**src/rtl/core/tbw_pkg.sv**
```systemverilog
// Shared constants and types for the triangle barycentric weight pipeline.
package tbw_pkg;

  localparam int TBW_COORD_BITS = 16;
  localparam int TBW_FRAC_BITS  = 16;
  localparam int NUM_COORDS     = 12;
  localparam int WEIGHT_BITS    = 32;

  // sideband that rides along the divider stages
  typedef struct packed {
    logic neg_a;
    logic neg_b;
    logic degenerate;
  } tbw_tag_t;

endpackage

```
**src/rtl/core/tbw_wide_mul.sv**
```systemverilog
// Signed wide multiplier split into four half-width partial products over two stages.
module tbw_wide_mul #(
  parameter int OP_W = 2 * tbw_pkg::TBW_COORD_BITS + 4
) (
  input  logic                     clk,
  input  logic                     en,
  input  logic signed [OP_W-1:0]   a,
  input  logic signed [OP_W-1:0]   b,
  output logic signed [2*OP_W-1:0] p
);
  import tbw_pkg::*;

  localparam int LO_W = (OP_W + 1) / 2;
  localparam int HI_W = OP_W - LO_W;
  localparam int P_W  = 2 * OP_W;

  logic signed [2*HI_W-1:0]    hh;
  logic signed [HI_W+LO_W:0]   hl;
  logic signed [HI_W+LO_W:0]   lh;
  logic        [2*LO_W-1:0]    ll;
  logic signed [P_W-1:0]       x_hh;
  logic signed [P_W-1:0]       x_mid;
  logic signed [P_W-1:0]       x_ll;

  // stage 1: partial products
  always_ff @(posedge clk) begin
    if (en) begin
      hh <= $signed(a[OP_W-1:LO_W]) * $signed(b[OP_W-1:LO_W]);
      hl <= $signed(a[OP_W-1:LO_W]) * $signed({1'b0, b[LO_W-1:0]});
      lh <= $signed({1'b0, a[LO_W-1:0]}) * $signed(b[OP_W-1:LO_W]);
      ll <= a[LO_W-1:0] * b[LO_W-1:0];
    end
  end

  // stage 2: align and sum
  assign x_hh  = P_W'(hh) <<< (2 * LO_W);
  assign x_mid = (P_W'(hl) + P_W'(lh)) <<< LO_W;
  assign x_ll  = $signed({{(P_W-2*LO_W){1'b0}}, ll});

  always_ff @(posedge clk) begin
    if (en) begin
      p <= x_hh + x_mid + x_ll;
    end
  end

endmodule

```
**config.mk**
```make
export PLATFORM = sky130hd
export DESIGN_NAME = tbw_wide_mul
export DESIGN_NICKNAME = d
export VERILOG_FILES = /design/src/rtl/core/tbw_pkg.sv /design/src/rtl/core/tbw_wide_mul.sv
export SDC_FILE = /design/constraint.sdc
export NUM_CORES = 2
export LEC_CHECK = 0
export ABC_AREA = 1
export BUFFER_PORTS_ARGS = -buffer_cell sky130_fd_sc_hd__buf_4
export CORE_ASPECT_RATIO = 0.7
export CORE_MARGIN = 2
export CORE_UTILIZATION = 35
export DETAILED_ROUTE_END_ITERATION = 16
export GPL_ROUTABILITY_DRIVEN = 0
export GPL_TIMING_DRIVEN = 1
export MAX_ROUTING_LAYER = met4
export SLEW_MARGIN = 15
export SYNTH_ARGS = -nofsm -noshare
export SYNTH_HDL_FRONTEND = slang
export SYNTH_SLANG_ARGS = --single-unit
```
**constraint.sdc**
```tcl
create_clock -name clk -period 6.65 [get_ports clk]
set_input_delay 0.665 -clock clk [delete_from_list [all_inputs] [get_ports clk]]
set_output_delay 0.665 -clock clk [all_outputs]
set_load 0.02 [all_outputs]
```
==> metrics.md <==
| Metric | Value |
|---|---|
| Die Span Y | `348 um` |
| Slew at the pin closest to its max-slew limit | `888 ps` |
| Startpoint types | `input pin` |
| RSZ-0062 raised after global routing | `false` |
| Yosys top cell by area | `fa_1` |
| Final Net Count | `9,255` |
| Worst endpoint required time | `7110 ps` |
| Postcts setup bufs | `0` |
| Synth top area cells | `fa_1, inv_1, ha_1` |
| Clk sinks | `218` |
| Drt via density | `4.87` |
| Antenna violations before repair | `8` |
| # rows | `126` |
| Top Ports | `146` |
| Area growth syn-to-layout | `8.11%` |
| Core region area | `169,000 sq um` |
| All-Layer GR Usage | `0.222` |
| Worst-Skew Late Latency | `640 ps` |
| Dpl hpwl | `149,000 um` |
| Period utilisation layout | `0.910` |
| Clock slew at reported path FFs | `70 ps` |
| First-pass GRT wire length | `289,000 um` |
| Commonest cells post-synth | `inv_1, nand2_1, fa_1` |
| CP delay by family, top | `adder cells` |
| # DRC | `0` |
| Status | `completed` |
| Initial Util | `0.352` |
| Slew HR | `0.408` |
| Syn_area_per_cell | `7.89 sq um` |
| TritonRoute pass-1 iters | `6` |
| Share of layout cells above drive strength 1 | `0.0509` |
| Routed len/inst | `18.6 um` |
| H-tree level count | `1` |
| Syn Std Cell Area | `59,300 sq um` |
| Top_reg_cell synth | `edfxtp_1` |
| Post-route cell area | `64,100 sq um` |
| Fmax | `0.165 GHz` |
| Vias in the first global route | `49,200` |
| Yosys cell types | `47` |
| Critical Path End Type | `flip-flop` |
| Cts bufs inserted | `30` |
| Final setup vio count | `0` |
| Crit Path Max Fanout | `34` |
| Routed WL | `183,000 um` |
| Post-route ant nets | `0` |
| CP max stage delay | `570 ps` |
| Die Area | `173,000 sq um` |
| Iter 0 DRT Violations | `4,908` |
| Post-synth EDFFs | `218` |
| Die Width | `496 um` |
| Cell Chain, Critical Path | `buf_4, nand2_1, fa_1, fa_1, fa_1, inv_1, fa_1, fa_1, inv_1, fa_1, inv_1, ha_1, nand2_1, nor2_1, nand3_1, o21ai_1, nand2_1, nand2_1, nand2_1, nand2_1, xor2_1` |
| CTS tree | `built` |
| Syn Inst Count | `7,519` |
| CP max-delay cell | `fa_1` |
| Critical Path AT | `6510 ps` |
| Count leader, synth | `inv_1` |
| Type of the worst setup path | `in -> reg` |
| Final Critical Period | `6050 ps` |
| Final Hold Fails | `0` |
| Crit path buffers/inverters | `4` |
| GRT Residual Overflow | `0` |
| PortBufs | `145` |
| Seq cells post-synth | `218` |
| Setup_tns | `0 ps` |
| Pin count of the biggest net entering global routing | `129` |
| Top cell type's share of synthesized area | `0.371` |
| CTS hold repair buffers | `0` |
| Post-CTS Resized | `0` |
| Clock Skews | `21.2 ps` |
| Slew Viols, Final | `0` |
| Register area share after synthesis | `0.110` |
| DR vias | `47,700` |
| Class of the worst hold path | `reg -> reg` |
| Final Hold Slack | `418 ps` |
| Max clock buf depth | `3` |
| YS warnings | `0` |
| Ys async rst share | `0` |
| CTS Root Cell | `clkbuf_16` |
| Mapped Nets | `9,251` |
| Post-DP Area | `63,100 sq um` |
| Number of max-cap violations | `0` |
area by class of cell:
cell class	count	area, sq um
fill	17300	104000
multi-input combinational	4818	43500
inverter	2197	8250
sequential	218	6550
tap	2240	2800
timing repair buffer	258	1990
clock buffer	32	758
clock inverter	24	315
antenna	6	15.0
metrics by stage:
stage,setup slack (ps),std cells,util
after floorplan,394,7519,-
after global placement,85.8,9731,0.374
after detailed placement,41.7,9731,0.374
after CTS,701,9787,0.381
after global routing,235,9792,0.381
final,599,9793,0.381
worst register-to-register path: stages (launching register included):
cell,delay (ps)
edfxtp_1,360
ha_1,280
fa_1,510
nand3_1,130
nand2_1,170
nand2_1,130
nand2_2,90
a21oi_2,260
o21ai_2,110
and2_1,170
o21bai_1,120
nand2_1,110
ha_1,410
nand2_1,80
nand2_1,60
inv_1,50
o21ai_0,130
inv_1,80
o21ai_0,520
o21bai_1,380
a21oi_1,280
nand3_1,130
nand2_1,80
registers in the layout, indices dropped and copies added (netlist names):
| name | count |
|---|---|
| hh | 36 |
| ll | 36 |
| lh | 37 |
| hl | 37 |
| p | 72 |
layout by cell type, fill, tap and decap left out, drive strengths merged, types with 41 or more instances in the layout:
cell type / n
ha: 559
inv: 2197
a21oi: 270
edfxtp: 218
fa: 1099
o21ai: 174
xor2: 144
xnor2: 55
nor2: 350
nand3: 123
buf: 258
nand4: 41
nand2: 1799
cells by family (layout without fill, tap and decap cells):
kind of cell / count (synthesis) / in the layout / synth area share
buffers and inverters: 2483 / 2511 / 0.157
flip-flops: 218 / 218 / 0.110
adder cells (fa/ha/maj): 1658 / 1658 / 0.489
AO/OA/AOI/OAI: 577 / 577 / 0.0551
XOR/XNOR: 199 / 199 / 0.0294
AND/OR/NAND/NOR: 2384 / 2384 / 0.159
other: 0 / 6 / 0
path summary, 6_finish.rpt:
path                            start  endpoint  slack [ps]  depth (start not counted)
worst min register to register  ll[8]      p[8]         420                          0
worst max-delay path            a[14]    ll[27]         600                         21
worst max register to register  hl[0]     p[67]        1780                         22
worst min-delay path            ll[8]      p[8]         420                          0
per-layer routing:
metal	vias to the layer above	wire (um)	track usage
met2	2239	76300	0.321
met3	186	18900	0.0376
met5	-	0	-
met1	23300	84400	0.328
li1	21900	-	-
met4	0	2900	0.0364
Power is not shown: default switching activity piles up to over one toggle a cycle in this logic, so the estimate is an artifact.
